===== src/isd_pkg.sv =====
// Shared constants, types and register codes for the interval average spike detector.
// No dependencies; imported by every module of the block.
package isd_pkg;

  localparam int unsigned WINDOW_DEPTH = 16;

  localparam int unsigned TICK_W  = 24;
  localparam int unsigned DECAY_W = 17;
  localparam int unsigned LIMIT_W = 16;

  // count holds 0..WINDOW_DEPTH, slot holds 0..WINDOW_DEPTH-1
  localparam int unsigned CNT_W  = $clog2(WINDOW_DEPTH + 1);
  localparam int unsigned SLOT_W = (WINDOW_DEPTH > 1) ? $clog2(WINDOW_DEPTH) : 1;
  localparam int unsigned SUM_W  = TICK_W + CNT_W;
  localparam int unsigned ITER_W = $clog2(SUM_W);
  localparam int unsigned ACC_W  = DECAY_W + TICK_W;

  localparam logic [DECAY_W-1:0] DECAY_ONE  = DECAY_W'(32'd65536);
  localparam logic [ACC_W-1:0]   ROUND_HALF = ACC_W'(32'd32768);

  localparam int unsigned CFG_IDX_W  = 2;
  localparam int unsigned CFG_DATA_W = 24;

  localparam logic [CFG_IDX_W-1:0] REG_DECAY_FACTOR   = 2'd0;
  localparam logic [CFG_IDX_W-1:0] REG_ABSOLUTE_LIMIT = 2'd1;
  localparam logic [CFG_IDX_W-1:0] REG_RELATIVE_LIMIT = 2'd2;

  typedef struct packed {
    logic [TICK_W-1:0] ticks;
    logic              abs_hit;
  } isd_item_t;

  typedef struct packed {
    logic [DECAY_W-1:0] decay_factor;
    logic [LIMIT_W-1:0] relative_limit;
  } isd_cfg_t;

  typedef struct packed {
    logic full;
    logic nonempty;
  } isd_qstat_t;

endpackage


===== src/isd_front.sv =====
// Front end: takes sample beats, runs the absolute limit test, queues them (2 deep).
// Depends on isd_pkg.
module isd_front (
  input  logic                      clk_i,
  input  logic                      rst_ni,
  input  logic                      push_i,
  input  logic [isd_pkg::TICK_W-1:0] ticks_i,
  input  logic [isd_pkg::TICK_W-1:0] abs_limit_i,
  output logic                      full_o,
  output isd_pkg::isd_item_t        item_o,
  output logic                      item_valid_o,
  input  logic                      item_take_i,
  output isd_pkg::isd_qstat_t       stat_o
);
  import isd_pkg::*;

  isd_item_t   entry_q [2];
  logic        wr_ptr_q, rd_ptr_q;
  logic [1:0]  cnt_q;
  logic        push_ok, take_ok;
  isd_item_t   new_item;

  assign full_o       = (cnt_q == 2'd2);
  assign item_valid_o = (cnt_q != 2'd0);
  assign item_o       = entry_q[rd_ptr_q];
  assign push_ok      = push_i && !full_o;
  assign take_ok      = item_take_i && item_valid_o;

  assign stat_o.full     = full_o;
  assign stat_o.nonempty = item_valid_o;

  always_comb begin
    new_item.ticks   = ticks_i;
    new_item.abs_hit = (abs_limit_i != '0) && (ticks_i > abs_limit_i);
  end

  always_ff @(posedge clk_i) begin
    if (push_ok) begin
      entry_q[wr_ptr_q] <= new_item;
    end
  end

  always_ff @(posedge clk_i or negedge rst_ni) begin
    if (!rst_ni) begin
      wr_ptr_q <= 1'b0;
      rd_ptr_q <= 1'b0;
      cnt_q    <= 2'd0;
    end else begin
      if (push_ok) begin
        wr_ptr_q <= ~wr_ptr_q;
      end
      if (take_ok) begin
        rd_ptr_q <= ~rd_ptr_q;
      end
      if (push_ok && !take_ok) begin
        cnt_q <= cnt_q + 2'd1;
      end else if (take_ok && !push_ok) begin
        cnt_q <= cnt_q - 2'd1;
      end
    end
  end

endmodule


===== src/isd_back.sv =====
// Back end: exponential average, sample ring with running sum, serial divider,
// relative spike tests on one shared multiplier, and the result register. Uses isd_pkg.
module isd_back (
  input  logic                        clk_i,
  input  logic                        rst_ni,
  input  isd_pkg::isd_item_t          item_i,
  input  logic                        item_valid_i,
  output logic                        item_take_o,
  input  isd_pkg::isd_cfg_t           cfg_i,
  input  logic                        pop_i,
  output logic                        empty_o,
  output logic [isd_pkg::TICK_W-1:0]  decayed_average_o,
  output logic [isd_pkg::TICK_W-1:0]  window_average_o,
  output logic                        spike_o
);
  import isd_pkg::*;

  localparam logic [2:0] S_IDLE = 3'd0;
  localparam logic [2:0] S_DECA = 3'd1;
  localparam logic [2:0] S_DECB = 3'd2;
  localparam logic [2:0] S_DIV  = 3'd3;
  localparam logic [2:0] S_SPA  = 3'd4;
  localparam logic [2:0] S_SPB  = 3'd5;
  localparam logic [2:0] S_SPC  = 3'd6;
  localparam logic [2:0] S_OUT  = 3'd7;

  logic [2:0]         state_q, state_d;

  // per-item working registers
  logic [TICK_W-1:0]  x_q, old_q, dec_q, win_q;
  logic               hit_q;
  logic [DECAY_W-1:0] f_q;
  logic [ACC_W-1:0]   acc_q;
  logic [SUM_W-1:0]   quo_q;
  logic [CNT_W-1:0]   rem_q;
  logic [ITER_W-1:0]  iter_q;

  // persistent state
  logic [TICK_W-1:0]  decay_q;
  logic [SUM_W-1:0]   sum_q;
  logic [CNT_W-1:0]   cnt_q;
  logic [SLOT_W-1:0]  slot_q;
  logic [TICK_W-1:0]  ring_mem [WINDOW_DEPTH];

  // result register
  logic               out_valid_q;
  logic [TICK_W-1:0]  out_dec_q, out_win_q;
  logic               out_spike_q;

  logic               take, ring_full, out_free, div_ge;
  logic [DECAY_W-1:0] mul_a;
  logic [TICK_W-1:0]  mul_b;
  logic [ACC_W-1:0]   mul_p, x_scaled;
  logic [SUM_W-1:0]   sum_next;
  logic [CNT_W:0]     trial, trial_sub;
  logic [TICK_W-1:0]  dec_new;

  assign take        = (state_q == S_IDLE) && item_valid_i;
  assign item_take_o = take;
  assign ring_full   = (cnt_q == CNT_W'(WINDOW_DEPTH));
  assign out_free    = !out_valid_q || pop_i;

  assign empty_o           = !out_valid_q;
  assign decayed_average_o = out_dec_q;
  assign window_average_o  = out_win_q;
  assign spike_o           = out_spike_q;

  // one shared multiplier
  always_comb begin
    case (state_q)
      S_DECA: begin
        mul_a = f_q;
        mul_b = decay_q;
      end
      S_DECB: begin
        mul_a = DECAY_ONE - f_q;
        mul_b = x_q;
      end
      S_SPA: begin
        mul_a = {1'b0, cfg_i.relative_limit};
        mul_b = dec_q;
      end
      S_SPB: begin
        mul_a = {1'b0, cfg_i.relative_limit};
        mul_b = win_q;
      end
      default: begin
        mul_a = '0;
        mul_b = '0;
      end
    endcase
  end

  assign mul_p    = {{TICK_W{1'b0}}, mul_a} * {{DECAY_W{1'b0}}, mul_b};
  assign x_scaled = {{(ACC_W-TICK_W-8){1'b0}}, x_q, 8'h00};

  assign sum_next = sum_q + SUM_W'(x_q) - (ring_full ? SUM_W'(old_q) : '0);

  // restoring divide, one quotient bit per cycle
  assign trial     = {rem_q, quo_q[SUM_W-1]};
  assign trial_sub = trial - {1'b0, cnt_q};
  assign div_ge    = (trial >= {1'b0, cnt_q});

  // seed when the average is zero, else round to nearest
  assign dec_new = (decay_q == '0) ? x_q : acc_q[16 +: TICK_W];

  always_comb begin
    state_d = state_q;
    case (state_q)
      S_IDLE: if (item_valid_i) state_d = S_DECA;
      S_DECA: state_d = S_DECB;
      S_DECB: state_d = S_DIV;
      S_DIV:  if (iter_q == ITER_W'(SUM_W - 1)) state_d = S_SPA;
      S_SPA:  state_d = S_SPB;
      S_SPB:  state_d = S_SPC;
      S_SPC:  state_d = S_OUT;
      S_OUT:  if (out_free) state_d = S_IDLE;
      default: state_d = S_IDLE;
    endcase
  end

  // sample ring: registered read at take, write once the slot is read
  always_ff @(posedge clk_i) begin
    if (take) begin
      old_q <= ring_mem[slot_q];
    end
    if (state_q == S_DECA) begin
      ring_mem[slot_q] <= x_q;
    end
  end

  // datapath registers
  always_ff @(posedge clk_i) begin
    case (state_q)
      S_IDLE: begin
        x_q   <= item_i.ticks;
        hit_q <= item_i.abs_hit;
        f_q   <= cfg_i.decay_factor[DECAY_W-1] ? DECAY_ONE : cfg_i.decay_factor;
      end
      S_DECA: begin
        acc_q  <= mul_p + ROUND_HALF;
        quo_q  <= sum_next;
        rem_q  <= '0;
        iter_q <= '0;
      end
      S_DECB: begin
        acc_q <= acc_q + mul_p;
      end
      S_DIV: begin
        if (iter_q == '0) begin
          dec_q <= dec_new;
        end
        rem_q  <= div_ge ? trial_sub[CNT_W-1:0] : trial[CNT_W-1:0];
        quo_q  <= {quo_q[SUM_W-2:0], div_ge};
        iter_q <= iter_q + ITER_W'(1);
      end
      S_SPA: begin
        win_q <= quo_q[TICK_W-1:0];
        acc_q <= mul_p;
      end
      S_SPB: begin
        hit_q <= hit_q | (x_scaled > acc_q);
        acc_q <= mul_p;
      end
      S_SPC: begin
        hit_q <= hit_q | (x_scaled > acc_q);
      end
      default: begin
      end
    endcase
    if (state_q == S_OUT && out_free) begin
      out_dec_q   <= dec_q;
      out_win_q   <= win_q;
      out_spike_q <= hit_q;
    end
  end

  // control and persistent averaging state
  always_ff @(posedge clk_i or negedge rst_ni) begin
    if (!rst_ni) begin
      state_q     <= S_IDLE;
      decay_q     <= '0;
      sum_q       <= '0;
      cnt_q       <= '0;
      slot_q      <= '0;
      out_valid_q <= 1'b0;
    end else begin
      state_q <= state_d;
      if (state_q == S_DECA) begin
        sum_q  <= sum_next;
        slot_q <= (slot_q == SLOT_W'(WINDOW_DEPTH - 1)) ? '0 : slot_q + SLOT_W'(1);
        if (!ring_full) begin
          cnt_q <= cnt_q + CNT_W'(1);
        end
      end
      if (state_q == S_DIV && iter_q == '0) begin
        decay_q <= dec_new;
      end
      if (state_q == S_OUT && out_free) begin
        out_valid_q <= 1'b1;
      end else if (pop_i) begin
        out_valid_q <= 1'b0;
      end
    end
  end

endmodule


===== src/interval_average_spike_detector.sv =====
// Top level of the interval average spike detector: configuration registers,
// front queue and back end. Depends on isd_pkg, isd_front and isd_back.
//
// Usage:
//  - Input channel: a beat carries one measured interval (interval_ticks_i) and
//    is taken on a clock edge with push high and full low. A 2-deep queue in the
//    front end keeps taking beats while the back end is busy.
//  - Result channel: while empty is low the oldest result sits on the result
//    ports; it is taken on an edge with pop high. One result per input beat.
//  - Config channel: cfg_ready_o is always high; index 0 decay factor, 1 absolute
//    limit, 2 relative limit, index 3 ignored. Write only while the block is idle.
//  - Back end: each beat runs through 1 take, 2 multiply steps, SUM_W = 29 divider
//    steps, 3 spike steps and 1 result load; the serial divide of the window sum
//    by the held count is the longest part. empty drops once the result load is
//    done, and the back end takes no new beat until its last one is loaded.
//  - Stall: if pop stays low, the back end holds its finished beat until the
//    result register frees up; the front queue fills and full rises.
//  - Reset: averages, window sum, held count and slot clear; decay factor resets
//    to 1.0, limits to zero. Ring contents are not cleared (slots read only after
//    they are written).
module interval_average_spike_detector (
  input  logic                            clk_i,
  input  logic                            rst_ni,
  // input channel
  input  logic                            push,
  output logic                            full,
  input  logic [isd_pkg::TICK_W-1:0]      interval_ticks_i,
  // result channel
  output logic                            empty,
  input  logic                            pop,
  output logic [isd_pkg::TICK_W-1:0]      decayed_average_o,
  output logic [isd_pkg::TICK_W-1:0]      window_average_o,
  output logic                            spike_o,
  // configuration channel
  input  logic                            cfg_valid_i,
  output logic                            cfg_ready_o,
  input  logic [isd_pkg::CFG_IDX_W-1:0]   cfg_index_i,
  input  logic [isd_pkg::CFG_DATA_W-1:0]  cfg_data_i
);
  import isd_pkg::*;

  logic [DECAY_W-1:0] decay_factor_q;
  logic [TICK_W-1:0]  absolute_limit_q;
  logic [LIMIT_W-1:0] relative_limit_q;

  isd_item_t  item;
  logic       item_valid, item_take;
  isd_cfg_t   back_cfg;
  isd_qstat_t qstat;

  assign cfg_ready_o = 1'b1;

  // config registers; unknown index drops the beat
  always_ff @(posedge clk_i or negedge rst_ni) begin
    if (!rst_ni) begin
      decay_factor_q   <= DECAY_ONE;
      absolute_limit_q <= '0;
      relative_limit_q <= '0;
    end else if (cfg_valid_i && cfg_ready_o) begin
      case (cfg_index_i)
        REG_DECAY_FACTOR:   decay_factor_q   <= cfg_data_i[DECAY_W-1:0];
        REG_ABSOLUTE_LIMIT: absolute_limit_q <= cfg_data_i[TICK_W-1:0];
        REG_RELATIVE_LIMIT: relative_limit_q <= cfg_data_i[LIMIT_W-1:0];
        default: begin
        end
      endcase
    end
  end

  assign back_cfg.decay_factor   = decay_factor_q;
  assign back_cfg.relative_limit = relative_limit_q;

  isd_front u_front (
    .clk_i        (clk_i),
    .rst_ni       (rst_ni),
    .push_i       (push),
    .ticks_i      (interval_ticks_i),
    .abs_limit_i  (absolute_limit_q),
    .full_o       (full),
    .item_o       (item),
    .item_valid_o (item_valid),
    .item_take_i  (item_take),
    .stat_o       (qstat)
  );

  isd_back u_back (
    .clk_i             (clk_i),
    .rst_ni            (rst_ni),
    .item_i            (item),
    .item_valid_i      (item_valid),
    .item_take_o       (item_take),
    .cfg_i             (back_cfg),
    .pop_i             (pop),
    .empty_o           (empty),
    .decayed_average_o (decayed_average_o),
    .window_average_o  (window_average_o),
    .spike_o           (spike_o)
  );

  // back end only takes a beat the queue actually holds
  a_take_has_item: assert property (@(posedge clk_i) disable iff (!rst_ni)
    item_take |-> item_valid)
    else $error("back end took a beat from an empty queue");

  // back end works on one beat at a time
  a_take_spacing: assert property (@(posedge clk_i) disable iff (!rst_ni)
    item_take |=> !item_take)
    else $error("back end took two beats in consecutive cycles");

  // queue status stays consistent
  a_full_nonempty: assert property (@(posedge clk_i) disable iff (!rst_ni)
    qstat.full |-> qstat.nonempty)
    else $error("front queue reports full but holds nothing");

endmodule


===== config.mk =====
export PLATFORM = sky130hd
export DESIGN_NAME = interval_average_spike_detector
export DESIGN_NICKNAME = d
export VERILOG_FILES = /design/src/isd_pkg.sv /design/src/isd_front.sv /design/src/isd_back.sv /design/src/interval_average_spike_detector.sv
export SDC_FILE = /design/constraint.sdc
export NUM_CORES = 2
export LEC_CHECK = 0
export BUFFER_PORTS_ARGS = -buffer_cell sky130_fd_sc_hd__buf_2
export CORE_MARGIN = 2
export CORE_UTILIZATION = 45
export CTS_CLUSTER_DIAMETER = 40
export CTS_CLUSTER_SIZE = 25
export DETAILED_ROUTE_END_ITERATION = 16
export PLACE_DENSITY = 0.61
export SKIP_LAST_GASP = 1
export SLEW_MARGIN = 20
export SYNTH_ARGS = -nofsm -noshare
export SYNTH_HDL_FRONTEND = slang
export SYNTH_SLANG_ARGS = --single-unit

===== constraint.sdc =====
create_clock -name clk_i -period 18.7 [get_ports clk_i]
set_clock_uncertainty 0.05 [all_clocks]
set_input_delay 3.74 -clock clk_i [delete_from_list [all_inputs] [get_ports clk_i]]
set_output_delay 3.74 -clock clk_i [all_outputs]
set_load 0.03 [all_outputs]

==> reports/metrics.yaml <==
status: "complete, no violations"
start_util: 0.455
overflow: 0
required_ps: 19060
io_buffers: 105
grt_setup_unrepaired: "false"
cp-start-kind: "register"
coreArea_um2: 111000
hold_viol: 0
r2r_end: "u_back.acc_q[40]"
synthMostInstantiatedCell: "edfxtp_1"
clock-sinks: 804
synth_cell_types: 85
finalCritPeriodShare: 0.623
area_growth_pct: 12.3
grt_antenna_before_repair: 8
synth_top_area_cell: "edfxtp_1"
die_h_um: 339
synthTopCellsByCount: "edfxtp_1, inv_1, nand2_1"
synth_area_per_cell_um2: 12.0
async_flop_share: 0.158
post-route-util: 0.511
nets: 5009
first_iter_violations: 3153
synth.top_cell.area_share: 0.402
postSynthCellCount: 4213
htreeDepth: 3
worst_pin_slew_ps: 1220
grt_pass1_vias: 33500
critPathLaunch: "u_back.state_q[0]"
crit_end: "u_back.acc_q[40]"
antenna_left: 0
routedWlPerCell_um: 23.0
die_area_um2: 115000
synthesis.area_um2: 50600
crit_slowest_cell: "dfrtp_1"
critPathCaptureType: "register"
grt_pass1_wl_mm: 209
num_vias: 33100
power-per-cell-area_nw_per_um2: 141
min_period_ps: 11650
drt_drc_violations_left: 0
ys_seq_elements: 804
synth_flop_cell: "edfxtp_1"
drt_wl_total_mm: 136
clkTransAtPathRegs_ps: 60
cts_tree: "built"
pin_count: 107
cp_max_fo: 43
fin_cells: 5928
max_stage_delay_ps: 800
multi_input_area_um2: 24200
seqCellArea_um2: 23500
post_cts_buffers: 0
setup_viol: 0
numCtsBuffers: 100
seq_area_frac_synth: 0.465
vias_per_cell: 5.58
holdBufCountCts: 0
hold_path.class: "reg2reg"
dr.pass1.iters: 6
worstReg2RegStart: "u_back.state_q[0]"
hpwlAfterDp_mm: 98.4
grt_max_degree: 86
synth_top_cells_by_area: "edfxtp_1, fa_1, dfrtp_1"
root_buffer: "clkbuf_16"
fillers: 9691
arrival_ps: 12010
p_leak_uw: 0.0237
rrSetupSlack_ps: 7050
dieWidth_um: 339
r2r_cells: 36
setup_tns_ps: 0
worstSetupPathType: "reg2reg"
synth_nets: 4871
rows: 122
synth-edff-count: 677
clk_latency_ps: 670
cts_max_path_buffers: 3
vdd_drop_max_v: 0.0000855
drive_gt1_frac: 0.144
cts_resized: 0
fmax_mhz: 85.8
drv_cap: 0
final-max-slew-violation-count: 0
dp_cells: 5737
grt_usage: 0.240
slew_headroom: 0.185
yosys_warnings: 0
gp_congestion: 0.915
==> cell type report <==
type / count / area share
Sequential cell: 804 / 0.414
Multi-Input combinational cell: 2622 / 0.426
Tap cell: 1488 / 0.0328
Inverter: 624 / 0.0413
Timing Repair Buffer: 199 / 0.0219
Antenna cell: 1 / 0.0000441
Clock inverter: 78 / 0.0174
Clock buffer: 112 / 0.0462
==> worst max-delay path: cells and delay by family, from the launching register on <==
family                     cells  cell delay, ps
xor gates and xnor gates       2             520
adders and majority gates      8            3830
muxes                          1             240
buffers and inverters          8            1330
and+or+nand+nor                5            1210
AOI/OAI and AO/OA             12            3310
DFF                            1             800
==> routing by layer <==
layer | part of all wire | global-route usage | vias to the layer above | wire, um
met4 | 0.018 | 0.0508 | 0 | 2460
met2 | 0.44 | 0.363 | 1313 | 60500
met3 | 0.083 | 0.0474 | 156 | 11300
met1 | 0.46 | 0.361 | 16800 | 62200
met5 | 0 | 0 | - | 0
li1 | - | - | 14800 | -
==> through the flow <==
| step | setup slack (ps) | hold WS (ps) | power [uW] | area [um2] |
|---|---|---|---|---|
| 4_1_cts | 7170 | 396 | 8020 | 56800 |
| 3_3_place_gp | 7490 | 381 | 5900 | 53100 |
| 2_1_floorplan | 7500 | 376 | 4940 | 50600 |
| 6_report | 7050 | 397 | 7990 | 56800 |
| 5_1_grt | 6340 | 409 | 8490 | 56800 |
| 3_5_place_dp | 7190 | 384 | 5930 | 53100 |
==> layout by cell type (no fill, tap or decap), types with 14 or more instances in the layout <==
cell type,n
nand2_1,571
ha_1,248
a22oi_1,22
a21oi_1,124
inv_1,623
fa_1,355
a21o_1,87
o21ai_0,186
a221o_1,25
mux2_2,91
a22o_1,20
buf_4,93
o21bai_1,14
nand2b_1,23
mux2i_1,18
nor2_1,120
and3_1,21
nor4_1,19
nand4_1,35
mux4_2,120
clkbuf_16,103
nor3_1,29
buf_2,104
nand3_1,29
dfrtp_1,123
inv_6,16
and2_1,123
nor2b_1,35
edfxtp_1,677
xor2_1,55
xnor2_1,63
==> worst min-delay path by stage <==
stage / slack (ps) / cells past startpoint / from / to
after floorplan: 380 / 0 / u_back.dec_q[1] / u_back.decayed_average_o[1]
after global placement: 380 / 0 / u_back.quo_q[9] / u_back.win_q[9]
after detailed placement: 380 / 0 / u_back.quo_q[7] / u_back.win_q[7]
after CTS: 400 / 0 / u_back.quo_q[6] / u_back.win_q[6]
after global routing: 410 / 0 / u_back.quo_q[6] / u_back.win_q[6]
final: 400 / 0 / u_back.quo_q[6] / u_back.win_q[6]
==> sequential cells by signal, summed over array words and instances (netlist names), 17 cells and up <==
register and flops:
u_back.ring_mem 384, u_front.entry_q 50, u_back.acc_q 41, u_back.quo_q 29, u_back.sum_q 29, absolute_limit_q 24, u_back.dec_q 24, u_back.decay_q 24
u_back.decayed_average_o 24, u_back.old_q 24, u_back.win_q 24, u_back.window_average_o 24, u_back.x_q 24, decay_factor_q 17, u_back.f_q 17
==> cell families after synthesis <==
| kind of cell | Yosys count | share of synthesized area |
|---|---|---|
| simple gates | 1060 | 0.0972 |
| flops | 804 | 0.465 |
| buf+inv | 787 | 0.0588 |
| compound gates | 608 | 0.0784 |
| fa+ha+maj | 603 | 0.202 |
| mux | 229 | 0.0773 |
| xor+xnor | 121 | 0.0213 |
| other cells | 1 | 0.0000742 |
==> power breakdown <==
part,total (uW),leakage [uW],internal [uW],switching (uW)
registers,2610,0.00774,2360,246
clock network,2060,0.00176,1230,834
logic,3330,0.0142,1280,2040
(Power assumes the default switching activity.)
